[src/rtl/sparse_polynomial_add_unit_assert.svh]
// Assertion macros used by the sparse polynomial adder top level.
`ifndef SPARSE_POLYNOMIAL_ADD_UNIT_ASSERT_SVH
`define SPARSE_POLYNOMIAL_ADD_UNIT_ASSERT_SVH
`ifndef SYNTHESIS
// A condition that must hold at every clock edge outside reset.
`define SPA_ASSERT_ALWAYS(name, cond, msg) \
    name: assert property (@(posedge clk) disable iff (!rst_n) (cond)) else $error(msg);
// A condition that, when true, must be followed by another in the next cycle.
`define SPA_ASSERT_NEXT(name, trig, cond, msg) \
    name: assert property (@(posedge clk) disable iff (!rst_n) (trig) |=> (cond)) \
        else $error(msg);
`else
`define SPA_ASSERT_ALWAYS(name, cond, msg)
`define SPA_ASSERT_NEXT(name, trig, cond, msg)
`endif
`endif

[src/rtl/spa_pkg.sv]
// Types and constants shared by the sparse polynomial adder.
package spa_pkg;

    localparam int COEF_W      = 32;
    localparam int EXP_W       = 32;
    localparam int MAX_RESULTS = 32;

    typedef logic signed [COEF_W-1:0] coef_t;
    typedef logic signed [EXP_W-1:0]  exp_t;

    // One stored term: exponent in the upper half, coefficient in the lower half.
    typedef struct packed {
        exp_t  exponent;
        coef_t coefficient;
    } term_word_t;

endpackage

[src/rtl/spa_term_if.sv]
// Input channel carrying one polynomial term per item.
interface spa_term_if
    import spa_pkg::*;
();
    logic  valid;
    logic  ready;
    coef_t coefficient;
    exp_t  exponent;
    logic  term_present;
    logic  start_new;
    logic  last_term;

    modport source (
        output valid, coefficient, exponent, term_present, start_new, last_term,
        input  ready
    );
    modport sink (
        input  valid, coefficient, exponent, term_present, start_new, last_term,
        output ready
    );
endinterface

[src/rtl/spa_sum_if.sv]
// Output channel carrying one term of the emitted sum per item.
interface spa_sum_if
    import spa_pkg::*;
();
    logic  valid;
    logic  ready;
    coef_t sum_coefficient;
    exp_t  sum_exponent;
    logic  last_of_sum;
    logic  overflowed;

    modport source (
        output valid, sum_coefficient, sum_exponent, last_of_sum, overflowed,
        input  ready
    );
    modport sink (
        input  valid, sum_coefficient, sum_exponent, last_of_sum, overflowed,
        output ready
    );
endinterface

[src/rtl/spa_term_mem.sv]
// Term store: one write port and one read port with registered read data.
module spa_term_mem
    import spa_pkg::*;
#(
    parameter int DEPTH = 32,
    parameter int AW    = 5
) (
    input  logic          clk,
    input  logic          we,
    input  logic [AW-1:0] waddr,
    input  term_word_t    wdata,
    input  logic          re,
    input  logic [AW-1:0] raddr,
    output term_word_t    rdata
);

    term_word_t mem [DEPTH];
    term_word_t rdata_reg;

    always_ff @(posedge clk)
    begin
        if (we)
        begin
            mem[waddr] <= wdata;
        end
    end

    // Read data holds its value between reads.
    always_ff @(posedge clk)
    begin
        if (re)
        begin
            rdata_reg <= mem[raddr];
        end
    end

    assign rdata = rdata_reg;

endmodule

[src/rtl/sparse_polynomial_add_unit.sv]
// Top level of the sparse polynomial adder: merge sequencer over two term stores.
//
//  Channel  Dir  Handshake     Contents
//  terms    in   valid/ready   coefficient, exponent, term_present, start_new, last_term
//  sums     out  valid/ready   sum_coefficient, sum_exponent, last_of_sum, overflowed
//
// An item is taken while idle. A present term reads and checks the merge tail when the
// merge is not empty, reads and checks each stored term it examines, and ends in a last
// step when it runs past the end of the stored sum; the store's registered read data sets
// the steps. A last item flushes each remaining stored term, finds the end, swaps stores,
// then reads and emits each term or emits the zero sum. Reset is asynchronous and clears
// all control state; the stores need no clearing. A stalled output only holds the emit.
`include "sparse_polynomial_add_unit_assert.svh"

module sparse_polynomial_add_unit
    import spa_pkg::*;
#(
    parameter int MAX_TERMS = 32
) (
    input  logic        clk,
    input  logic        rst_n,
    spa_term_if.sink    terms,
    spa_sum_if.source   sums
);

    localparam int CW      = $clog2(MAX_TERMS + 1);
    localparam int AW      = $clog2(MAX_TERMS);
    localparam int LIM_MAX = (MAX_TERMS < MAX_RESULTS) ? MAX_TERMS : MAX_RESULTS;

    typedef enum logic [3:0] {
        S_IDLE,
        S_TAIL_RD,
        S_TAIL_CHK,
        S_COPY_RD,
        S_COPY_CHK,
        S_FLUSH_RD,
        S_FLUSH_WR,
        S_SWAP,
        S_ZERO,
        S_EMIT_RD,
        S_EMIT_WR
    } state_t;

    state_t        state_reg, state_next;
    logic          active_reg, active_next;
    logic [CW-1:0] stored_count_reg, stored_count_next;
    logic [CW-1:0] merged_count_reg, merged_count_next;
    logic [CW-1:0] read_pointer_reg, read_pointer_next;
    logic          overflow_reg, overflow_next;
    logic [CW-1:0] emit_idx_reg, emit_idx_next;
    logic [CW-1:0] emit_lim_reg, emit_lim_next;
    logic          emit_flag_reg, emit_flag_next;
    coef_t         coef_reg, coef_next;
    exp_t          exp_reg, exp_next;
    logic          last_reg, last_next;

    logic          out_valid_reg, out_valid_next;
    coef_t         out_coef_reg, out_coef_next;
    exp_t          out_exp_reg, out_exp_next;
    logic          out_last_reg, out_last_next;
    logic          out_ovf_reg, out_ovf_next;

    logic          mem_we;
    logic [AW-1:0] mem_waddr;
    term_word_t    mem_wdata;
    logic          mem_re;
    logic [AW-1:0] mem_raddr;
    term_word_t    rdata0, rdata1;
    term_word_t    rd_word;
    logic          rd_dst;

    logic          app_en;
    term_word_t    app_word;
    logic [CW-1:0] tail_idx;
    logic [CW-1:0] wr_idx;
    coef_t         coef_sum;
    logic          out_free;
    logic          accept;
    state_t        after_term;

    assign accept   = terms.valid && terms.ready;
    assign out_free = !out_valid_reg || sums.ready;
    assign tail_idx = merged_count_reg - 1'b1;

    // The tail check reads the receiving store; every other read is of the active one.
    assign rd_dst  = (state_reg == S_TAIL_CHK);
    assign rd_word = (active_reg ^ rd_dst) ? rdata1 : rdata0;

    always_comb
    begin
        state_next        = state_reg;
        active_next       = active_reg;
        stored_count_next = stored_count_reg;
        merged_count_next = merged_count_reg;
        read_pointer_next = read_pointer_reg;
        overflow_next     = overflow_reg;
        emit_idx_next     = emit_idx_reg;
        emit_lim_next     = emit_lim_reg;
        emit_flag_next    = emit_flag_reg;
        coef_next         = coef_reg;
        exp_next          = exp_reg;
        last_next         = last_reg;
        out_valid_next    = out_valid_reg && !sums.ready;
        out_coef_next     = out_coef_reg;
        out_exp_next      = out_exp_reg;
        out_last_next     = out_last_reg;
        out_ovf_next      = out_ovf_reg;
        mem_we            = 1'b0;
        mem_waddr         = '0;
        mem_wdata         = '0;
        mem_re            = 1'b0;
        mem_raddr         = '0;
        app_en            = 1'b0;
        app_word          = '0;
        wr_idx            = '0;
        coef_sum          = '0;
        after_term        = last_reg ? S_FLUSH_RD : S_IDLE;

        case (state_reg)
            S_IDLE:
            begin
                if (accept)
                begin
                    coef_next = terms.coefficient;
                    exp_next  = terms.exponent;
                    last_next = terms.last_term;
                    if (terms.start_new)
                    begin
                        stored_count_next = '0;
                        merged_count_next = '0;
                        read_pointer_next = '0;
                        overflow_next     = 1'b0;
                    end
                    if (terms.term_present)
                    begin
                        if (!terms.start_new && merged_count_reg != '0)
                        begin
                            state_next = S_TAIL_RD;
                        end
                        else
                        begin
                            state_next = S_COPY_RD;
                        end
                    end
                    else
                    begin
                        state_next = terms.last_term ? S_FLUSH_RD : S_IDLE;
                    end
                end
            end

            S_TAIL_RD:
            begin
                mem_re     = 1'b1;
                mem_raddr  = tail_idx[AW-1:0];
                state_next = S_TAIL_CHK;
            end

            S_TAIL_CHK:
            begin
                coef_sum = rd_word.coefficient + coef_reg;
                if ($signed(exp_reg) < $signed(rd_word.exponent))
                begin
                    // A falling exponent is ignored.
                    state_next = after_term;
                end
                else if (exp_reg == rd_word.exponent)
                begin
                    if (coef_sum == '0)
                    begin
                        merged_count_next = tail_idx;
                    end
                    else
                    begin
                        mem_we    = 1'b1;
                        wr_idx    = tail_idx;
                        mem_waddr = tail_idx[AW-1:0];
                        mem_wdata = '{exponent: exp_reg, coefficient: coef_sum};
                    end
                    state_next = after_term;
                end
                else
                begin
                    state_next = S_COPY_RD;
                end
            end

            S_COPY_RD:
            begin
                if (read_pointer_reg < stored_count_reg)
                begin
                    mem_re     = 1'b1;
                    mem_raddr  = read_pointer_reg[AW-1:0];
                    state_next = S_COPY_CHK;
                end
                else
                begin
                    app_en     = (coef_reg != '0);
                    app_word   = '{exponent: exp_reg, coefficient: coef_reg};
                    state_next = after_term;
                end
            end

            S_COPY_CHK:
            begin
                coef_sum = coef_reg + rd_word.coefficient;
                if ($signed(rd_word.exponent) < $signed(exp_reg))
                begin
                    app_en            = 1'b1;
                    app_word          = rd_word;
                    read_pointer_next = read_pointer_reg + 1'b1;
                    state_next        = S_COPY_RD;
                end
                else if (rd_word.exponent == exp_reg)
                begin
                    read_pointer_next = read_pointer_reg + 1'b1;
                    app_en            = (coef_sum != '0);
                    app_word          = '{exponent: exp_reg, coefficient: coef_sum};
                    state_next        = after_term;
                end
                else
                begin
                    app_en     = (coef_reg != '0);
                    app_word   = '{exponent: exp_reg, coefficient: coef_reg};
                    state_next = after_term;
                end
            end

            S_FLUSH_RD:
            begin
                if (read_pointer_reg < stored_count_reg)
                begin
                    mem_re     = 1'b1;
                    mem_raddr  = read_pointer_reg[AW-1:0];
                    state_next = S_FLUSH_WR;
                end
                else
                begin
                    state_next = S_SWAP;
                end
            end

            S_FLUSH_WR:
            begin
                app_en            = 1'b1;
                app_word          = rd_word;
                read_pointer_next = read_pointer_reg + 1'b1;
                state_next        = S_FLUSH_RD;
            end

            S_SWAP:
            begin
                active_next       = !active_reg;
                stored_count_next = merged_count_reg;
                merged_count_next = '0;
                read_pointer_next = '0;
                emit_idx_next     = '0;
                if (int'(merged_count_reg) > MAX_RESULTS)
                begin
                    emit_lim_next  = CW'(LIM_MAX);
                    emit_flag_next = 1'b1;
                end
                else
                begin
                    emit_lim_next  = merged_count_reg;
                    emit_flag_next = overflow_reg;
                end
                state_next = (merged_count_reg == '0) ? S_ZERO : S_EMIT_RD;
            end

            S_ZERO:
            begin
                if (out_free)
                begin
                    out_valid_next = 1'b1;
                    out_coef_next  = '0;
                    out_exp_next   = '0;
                    out_last_next  = 1'b1;
                    out_ovf_next   = overflow_reg;
                    state_next     = S_IDLE;
                end
            end

            S_EMIT_RD:
            begin
                mem_re     = 1'b1;
                mem_raddr  = emit_idx_reg[AW-1:0];
                state_next = S_EMIT_WR;
            end

            S_EMIT_WR:
            begin
                if (out_free)
                begin
                    out_valid_next = 1'b1;
                    out_coef_next  = rd_word.coefficient;
                    out_exp_next   = rd_word.exponent;
                    out_last_next  = (emit_idx_reg + 1'b1 == emit_lim_reg);
                    out_ovf_next   = emit_flag_reg;
                    emit_idx_next  = emit_idx_reg + 1'b1;
                    state_next     = (emit_idx_reg + 1'b1 == emit_lim_reg) ? S_IDLE : S_EMIT_RD;
                end
            end

            default:
            begin
                state_next = S_IDLE;
            end
        endcase

        // Append to the receiving store, or drop the term and flag it when full.
        if (app_en)
        begin
            if (merged_count_reg < CW'(MAX_TERMS))
            begin
                mem_we            = 1'b1;
                wr_idx            = merged_count_reg;
                mem_waddr         = merged_count_reg[AW-1:0];
                mem_wdata         = app_word;
                merged_count_next = merged_count_reg + 1'b1;
            end
            else
            begin
                overflow_next = 1'b1;
            end
        end
    end

    always_ff @(posedge clk or negedge rst_n)
    begin
        if (!rst_n)
        begin
            state_reg        <= S_IDLE;
            active_reg       <= 1'b0;
            stored_count_reg <= '0;
            merged_count_reg <= '0;
            read_pointer_reg <= '0;
            overflow_reg     <= 1'b0;
            emit_idx_reg     <= '0;
            emit_lim_reg     <= '0;
            emit_flag_reg    <= 1'b0;
            last_reg         <= 1'b0;
            out_valid_reg    <= 1'b0;
        end
        else
        begin
            state_reg        <= state_next;
            active_reg       <= active_next;
            stored_count_reg <= stored_count_next;
            merged_count_reg <= merged_count_next;
            read_pointer_reg <= read_pointer_next;
            overflow_reg     <= overflow_next;
            emit_idx_reg     <= emit_idx_next;
            emit_lim_reg     <= emit_lim_next;
            emit_flag_reg    <= emit_flag_next;
            last_reg         <= last_next;
            out_valid_reg    <= out_valid_next;
        end
    end

    always_ff @(posedge clk)
    begin
        coef_reg     <= coef_next;
        exp_reg      <= exp_next;
        out_coef_reg <= out_coef_next;
        out_exp_reg  <= out_exp_next;
        out_last_reg <= out_last_next;
        out_ovf_reg  <= out_ovf_next;
    end

    spa_term_mem #(
        .DEPTH (MAX_TERMS),
        .AW    (AW)
    ) u_store0 (
        .clk   (clk),
        .we    (mem_we && active_reg),
        .waddr (mem_waddr),
        .wdata (mem_wdata),
        .re    (mem_re),
        .raddr (mem_raddr),
        .rdata (rdata0)
    );

    spa_term_mem #(
        .DEPTH (MAX_TERMS),
        .AW    (AW)
    ) u_store1 (
        .clk   (clk),
        .we    (mem_we && !active_reg),
        .waddr (mem_waddr),
        .wdata (mem_wdata),
        .re    (mem_re),
        .raddr (mem_raddr),
        .rdata (rdata1)
    );

    assign terms.ready          = (state_reg == S_IDLE);
    assign sums.valid           = out_valid_reg;
    assign sums.sum_coefficient = out_coef_reg;
    assign sums.sum_exponent    = out_exp_reg;
    assign sums.last_of_sum     = out_last_reg;
    assign sums.overflowed      = out_ovf_reg;

    `SPA_ASSERT_ALWAYS(a_counts_bounded,
        merged_count_reg <= CW'(MAX_TERMS) && stored_count_reg <= CW'(MAX_TERMS),
        "term count exceeds store depth")
    `SPA_ASSERT_ALWAYS(a_pointer_in_sum, read_pointer_reg <= stored_count_reg,
        "read pointer ran past the stored sum")
    `SPA_ASSERT_ALWAYS(a_write_in_range, !mem_we || wr_idx < CW'(MAX_TERMS),
        "store write beyond its depth")
    `SPA_ASSERT_NEXT(a_swap_resets_merge, state_reg == S_SWAP,
        merged_count_reg == '0 && read_pointer_reg == '0 &&
        stored_count_reg == $past(merged_count_reg),
        "store swap left merge state behind")
    `SPA_ASSERT_ALWAYS(a_emit_limit, emit_lim_reg <= CW'(LIM_MAX),
        "emit count above result limit")

endmodule

[src/flat_wrapper.sv]
// flat-port wrapper written by rule: the top's interface ports become plain ports
module sparse_polynomial_add_unit_flat import spa_pkg::*;
#(
    parameter int MAX_TERMS = 32
)
  (clk, rst_n, terms_valid, terms_coefficient, terms_exponent, terms_term_present, terms_start_new, terms_last_term, terms_ready, sums_valid, sums_sum_coefficient, sums_sum_exponent, sums_last_of_sum, sums_overflowed, sums_ready);
  spa_term_if terms_i ();
  spa_sum_if sums_i ();
  input  logic clk;
  input  logic rst_n;
  input wire logic [$bits(terms_i.valid)-1:0] terms_valid;
  input wire logic [$bits(terms_i.coefficient)-1:0] terms_coefficient;
  input wire logic [$bits(terms_i.exponent)-1:0] terms_exponent;
  input wire logic [$bits(terms_i.term_present)-1:0] terms_term_present;
  input wire logic [$bits(terms_i.start_new)-1:0] terms_start_new;
  input wire logic [$bits(terms_i.last_term)-1:0] terms_last_term;
  output wire logic [$bits(terms_i.ready)-1:0] terms_ready;
  output wire logic [$bits(sums_i.valid)-1:0] sums_valid;
  output wire logic [$bits(sums_i.sum_coefficient)-1:0] sums_sum_coefficient;
  output wire logic [$bits(sums_i.sum_exponent)-1:0] sums_sum_exponent;
  output wire logic [$bits(sums_i.last_of_sum)-1:0] sums_last_of_sum;
  output wire logic [$bits(sums_i.overflowed)-1:0] sums_overflowed;
  input wire logic [$bits(sums_i.ready)-1:0] sums_ready;
  assign terms_i.valid = terms_valid;
  assign terms_i.coefficient = terms_coefficient;
  assign terms_i.exponent = terms_exponent;
  assign terms_i.term_present = terms_term_present;
  assign terms_i.start_new = terms_start_new;
  assign terms_i.last_term = terms_last_term;
  assign terms_ready = terms_i.ready;
  assign sums_valid = sums_i.valid;
  assign sums_sum_coefficient = sums_i.sum_coefficient;
  assign sums_sum_exponent = sums_i.sum_exponent;
  assign sums_last_of_sum = sums_i.last_of_sum;
  assign sums_overflowed = sums_i.overflowed;
  assign sums_i.ready = sums_ready;
  sparse_polynomial_add_unit #(.MAX_TERMS(MAX_TERMS)) u_core (.clk(clk), .rst_n(rst_n), .terms(terms_i), .sums(sums_i));
endmodule
[config.mk]
export PLATFORM = sky130hd
export DESIGN_NAME = sparse_polynomial_add_unit_flat
export DESIGN_NICKNAME = d
export VERILOG_FILES = /design/src/rtl/spa_pkg.sv /design/src/rtl/spa_term_if.sv /design/src/rtl/spa_sum_if.sv /design/src/rtl/spa_term_mem.sv /design/src/rtl/sparse_polynomial_add_unit.sv /design/src/flat_wrapper.sv
export VERILOG_INCLUDE_DIRS = /design/src /design/src/rtl
export SDC_FILE = /design/constraint.sdc
export NUM_CORES = 2
export LEC_CHECK = 0
export BUFFER_PORTS_ARGS = -buffer_cell sky130_fd_sc_hd__buf_2
export CORE_MARGIN = 2
export CORE_UTILIZATION = 55
export CTS_CLUSTER_DIAMETER = 100
export DETAILED_ROUTE_END_ITERATION = 10
export HOLD_SLACK_MARGIN = 0.03
export PLACE_DENSITY = 0.83
export RECOVER_POWER = 25
export SYNTH_ARGS = -nofsm -noshare
export SYNTH_HDL_FRONTEND = slang
export SYNTH_SLANG_ARGS = --single-unit
[constraint.sdc]
create_clock -name clk -period 13.55 [get_ports clk]
set_input_delay 2.0325 -clock clk [delete_from_list [all_inputs] [get_ports clk]]
set_output_delay 2.0325 -clock clk [all_outputs]
set_load 0.005 [all_outputs]
==> key figures <==
Pwr
  • Leak: 62.41 nW
  • Clk network pwr share: 27.5%
  • Sequential Power Share: 40.9%
  • Combinational power share: 31.6%
  • Cell Int Power: 0.02784 W
  • Max VDD drop: 188.9 uV
  • Net Sw Power: 0.01529 W
  • Sw frac: 35.45%
  • Power per cell area: 226.8 mW/mm^2

Clocking
  • Clock-pin slew on the worst setup and hold paths: 0.06 ns
  • Setup bufs post-CTS: 0
  • TritonCTS clock tree: done
  • CTS Buf Count: 413
  • Hold_buf cts: 0
  • Clk sinks: 4393
  • Clock latency on the worst-skew pair: 0.98 ns
  • Root Buffer: clkbuf_16
  • Post_cts resized: 0
  • Max clock buf depth: 4
  • H-tree depth: 5

Global routing
  • Largest net degree at the start of global routing: 130
  • Global-route wire length before repair: 744.8 mm
  • Initial antenna violation count: 61
  • Total grt overflow: 0
  • Vias in the first global route: 97.14k
  • Total track usage: 33.94%

Synthesis
  • Ys Warns: 0
  • Synth Cell Area: 0.1694 mm^2
  • Synthesized instance count: 8751
  • Post-Synth Simple-Gate Area: 4.289%
  • Unique masters post-synth: 78
  • Synth Flop Type: edfxtp_1
  • Mux share of post-synthesis cell area: 11.84%
  • Number of flops mapped to enable cells by yosys: 4354
  • Synth Register Bits: 4393
  • Xor-xnor portion of the synthesized cell area: 0.1854%
  • Seq/Total Area, Yosys: 77.77%
  • Syn_nets: 8900
  • Average cell area after synthesis: 19.35 um^2
  • Post-synthesis compound-gate area fraction: 3.955%
  • Post-synthesis adder-cell area fraction: 0.5807%
  • Main combinational cell family by area after synthesis: multiplexers
  • Synth async-reset ratio: 0.8878%

Setup path
  • Crit path kind: flip-flop to flip-flop
  • CP max FO: 32
  • R2r worst-path depth: 22
  • Startpoint types: flip-flop
  • Worst Setup SP: u_core.state_reg[1]
  • Worst reg2reg path endpoint: u_core.u_store0.mem[15][26]
  • Critical Path RT: 14.11 ns
  • R2r setup slk: 1.37 ns
  • CP endpoint kind: flip-flop
  • Worst setup path endpoint: u_core.u_store0.mem[15][26]
  • Data arrival, critical path: 12.74 ns
  • Reg-to-reg startpoint: u_core.state_reg[1]

STA
  • Max Slew Vio Count: 2525
  • Fin Hold WS: 0.4816 ns
  • Unrepaired setup endpoints after global routing: false
  • Period utilization: 89.89%
  • Setup tns final: 0 ns
  • Worst-margin pin slew: 5.857 ns
  • Finish-stage setup viols: 0
  • Clock skew: 0.08896 ns
  • Slew margin rel.: -290.7%
  • Fin crit period: 12.18 ns
  • Final Hold Violating Endpoints: 0
  • Max frequency: 0.08210 GHz

Floorplan
  • Die H: 558.9 um
  • IO Pins: 139
  • Initial Util: 55.34%
  • Die area: 0.3124 mm^2
  • Die X: 558.9 um
  • Rows: 203
  • Core area: 0.3061 mm^2

Detailed routing
  • Detailed-route via count: 99.80k
  • Routed WL: 540.9 mm
  • Final ANT Viol Nets: 0
  • Initial DRC Count: 19.87k
  • Routed WL per cell: 39.83 um
  • Detailed Routing Iterations Pass 1: 11
  • Number of remaining DRC errors: 46
  • Routed vias/inst: 7.348

Status
  • Outcome: finished, violations left
  • Failing checks: design-rule violations, max-capacitance violations, max-slew violations

Place
  • HPWL after DPL: 289.6 mm
  • Area after DPL: 0.1771 mm^2
  • Routability cong.: 0.9483
  • PortBufs: 138

Cells and area
  • Area growth, synth to finish: 12.28%
  • Most frequent cells in the layout: edfxtp_1, nand2_1, mux4_2, clkbuf_16, o22ai_1
  • Share of cells above drive strength 1: 19.92%
  • Fin util: 62.13%
  • Cell area after layout: 0.1902 mm^2
  • Top flop regs: u_core.u_store0.mem: 2048 flops, u_core.u_store1.mem: 2048 flops
  • Most common cell after layout, fill and taps aside: edfxtp_1
  • Nets@finish: 9240

Flow run
  • Max Cap Viol: 64

Hold path
  • Hold WC Path Type: flip-flop to flip-flop
worst max-delay path: stages (launching register included):
cell,delay (ns)
dfrtp_1,0.90
nor4b_1,1.61
xnor2_4,0.19
buf_4,0.66
mux2i_1,0.44
inv_1,0.12
ha_1,0.23
fa_1,0.46
a211oi_1,0.35
o211ai_1,0.27
a211oi_1,0.64
nor2_1,0.13
xor2_1,0.20
nor4bb_1,0.54
nand4b_1,0.26
nor3_4,0.72
a211oi_4,0.36
buf_4,0.42
a21o_1,0.28
nand2b_1,0.16
buf_4,0.24
nor2_1,1.77
buf_4,0.74
logic make-up after synthesis:
| group | after synthesis |
|---|---|
| adder cells (fa/ha/maj) | 78 |
| buffers and inverters | 609 |
| multiplexers | 992 |
| AND/OR/NAND/NOR | 1630 |
| flip-flops | 4393 |
| XOR/XNOR | 35 |
| AO/OA/AOI/OAI | 1014 |
power by group through the flow:
stage                     combinational [W]  sequential, W  clock, W
after floorplan                     0.00749         0.0176         0
after global placement               0.0126         0.0177         0
after CTS                            0.0132         0.0175    0.0118
final                                0.0136         0.0176    0.0119
after global routing                 0.0140         0.0176    0.0123
after detailed placement             0.0129         0.0178         0
per-stage QoR:
step           setup slack (ns)  std cells  total power (W)
3_5_place_dp              3.158      12770          0.03062
2_1_floorplan            0.9863       8751          0.02509
3_3_place_gp              3.134      12770          0.03030
5_1_grt                   1.236      13550          0.04388
4_1_cts                   2.882      13530          0.04250
6_report                  1.370      13580          0.04313
worst min path at each step:
stage / start / to / slack, ns / depth (start not counted)
after global placement: u_core.emit_flag_reg / u_core.emit_flag_reg / 0.45 / 2
after global routing: u_core.emit_lim_reg[5] / u_core.emit_lim_reg[5] / 0.52 / 2
after detailed placement: u_core.stored_count_reg[4] / u_core.stored_count_reg[4] / 0.47 / 2
after floorplan: u_core.emit_flag_reg / u_core.emit_flag_reg / 0.43 / 2
final: u_core.stored_count_reg[4] / u_core.stored_count_reg[4] / 0.48 / 2
after CTS: u_core.stored_count_reg[4] / u_core.stored_count_reg[4] / 0.49 / 2
routing by layer:
metal	share of wire (%)	GRT usage (%)	vias up
met5	0.062	0.1067	-
met4	8.1	21.63	48
met3	16	11.96	2477
met2	45	51.40	10900
met1	31	41.82	49830
li1	-	-	36540
area by class of cell:
type	count	area (um^2)
fillers	19120	115900
well taps	4100	5130
repair buffers	419	2840
clock inverters	265	2736
multi-input cells	3749	36380
clock buffers	488	10790
diodes	53	132.6
inverters	115	431.7
flip-flops and latches	4393	131700
synth_stat cells (all sizes together), types with 13 or more instances:
| master | number | area share (%) |
|---|---|---|
| nand2b | 19 | 0.070 |
| nor3 | 85 | 0.26 |
| ha | 77 | 0.57 |
| dfrtp | 39 | 0.58 |
| o22a | 41 | 0.21 |
| xnor2 | 18 | 0.098 |
| and3 | 71 | 0.26 |
| o21a | 14 | 0.062 |
| buf | 154 | 0.37 |
| nor2 | 238 | 0.53 |
| mux4 | 808 | 11 |
| a31oi | 134 | 0.49 |
| a211oi | 14 | 0.072 |
| nor4 | 101 | 0.37 |
| nand4 | 23 | 0.085 |
| clkbuf | 340 | 0.75 |
| nand2 | 855 | 1.9 |
| a221oi | 17 | 0.088 |
| xor2 | 17 | 0.088 |
| edfxtp | 4354 | 77 |
| o211ai | 13 | 0.058 |
| a32oi | 74 | 0.38 |
| a21oi | 93 | 0.27 |
| o221ai | 40 | 0.21 |
| inv | 115 | 0.25 |
| o22ai | 366 | 1.4 |
| mux2i | 178 | 1.1 |
| o21ai | 138 | 0.41 |
| nand3 | 165 | 0.49 |
| a21o | 16 | 0.071 |
(Power assumes the default switching activity.)
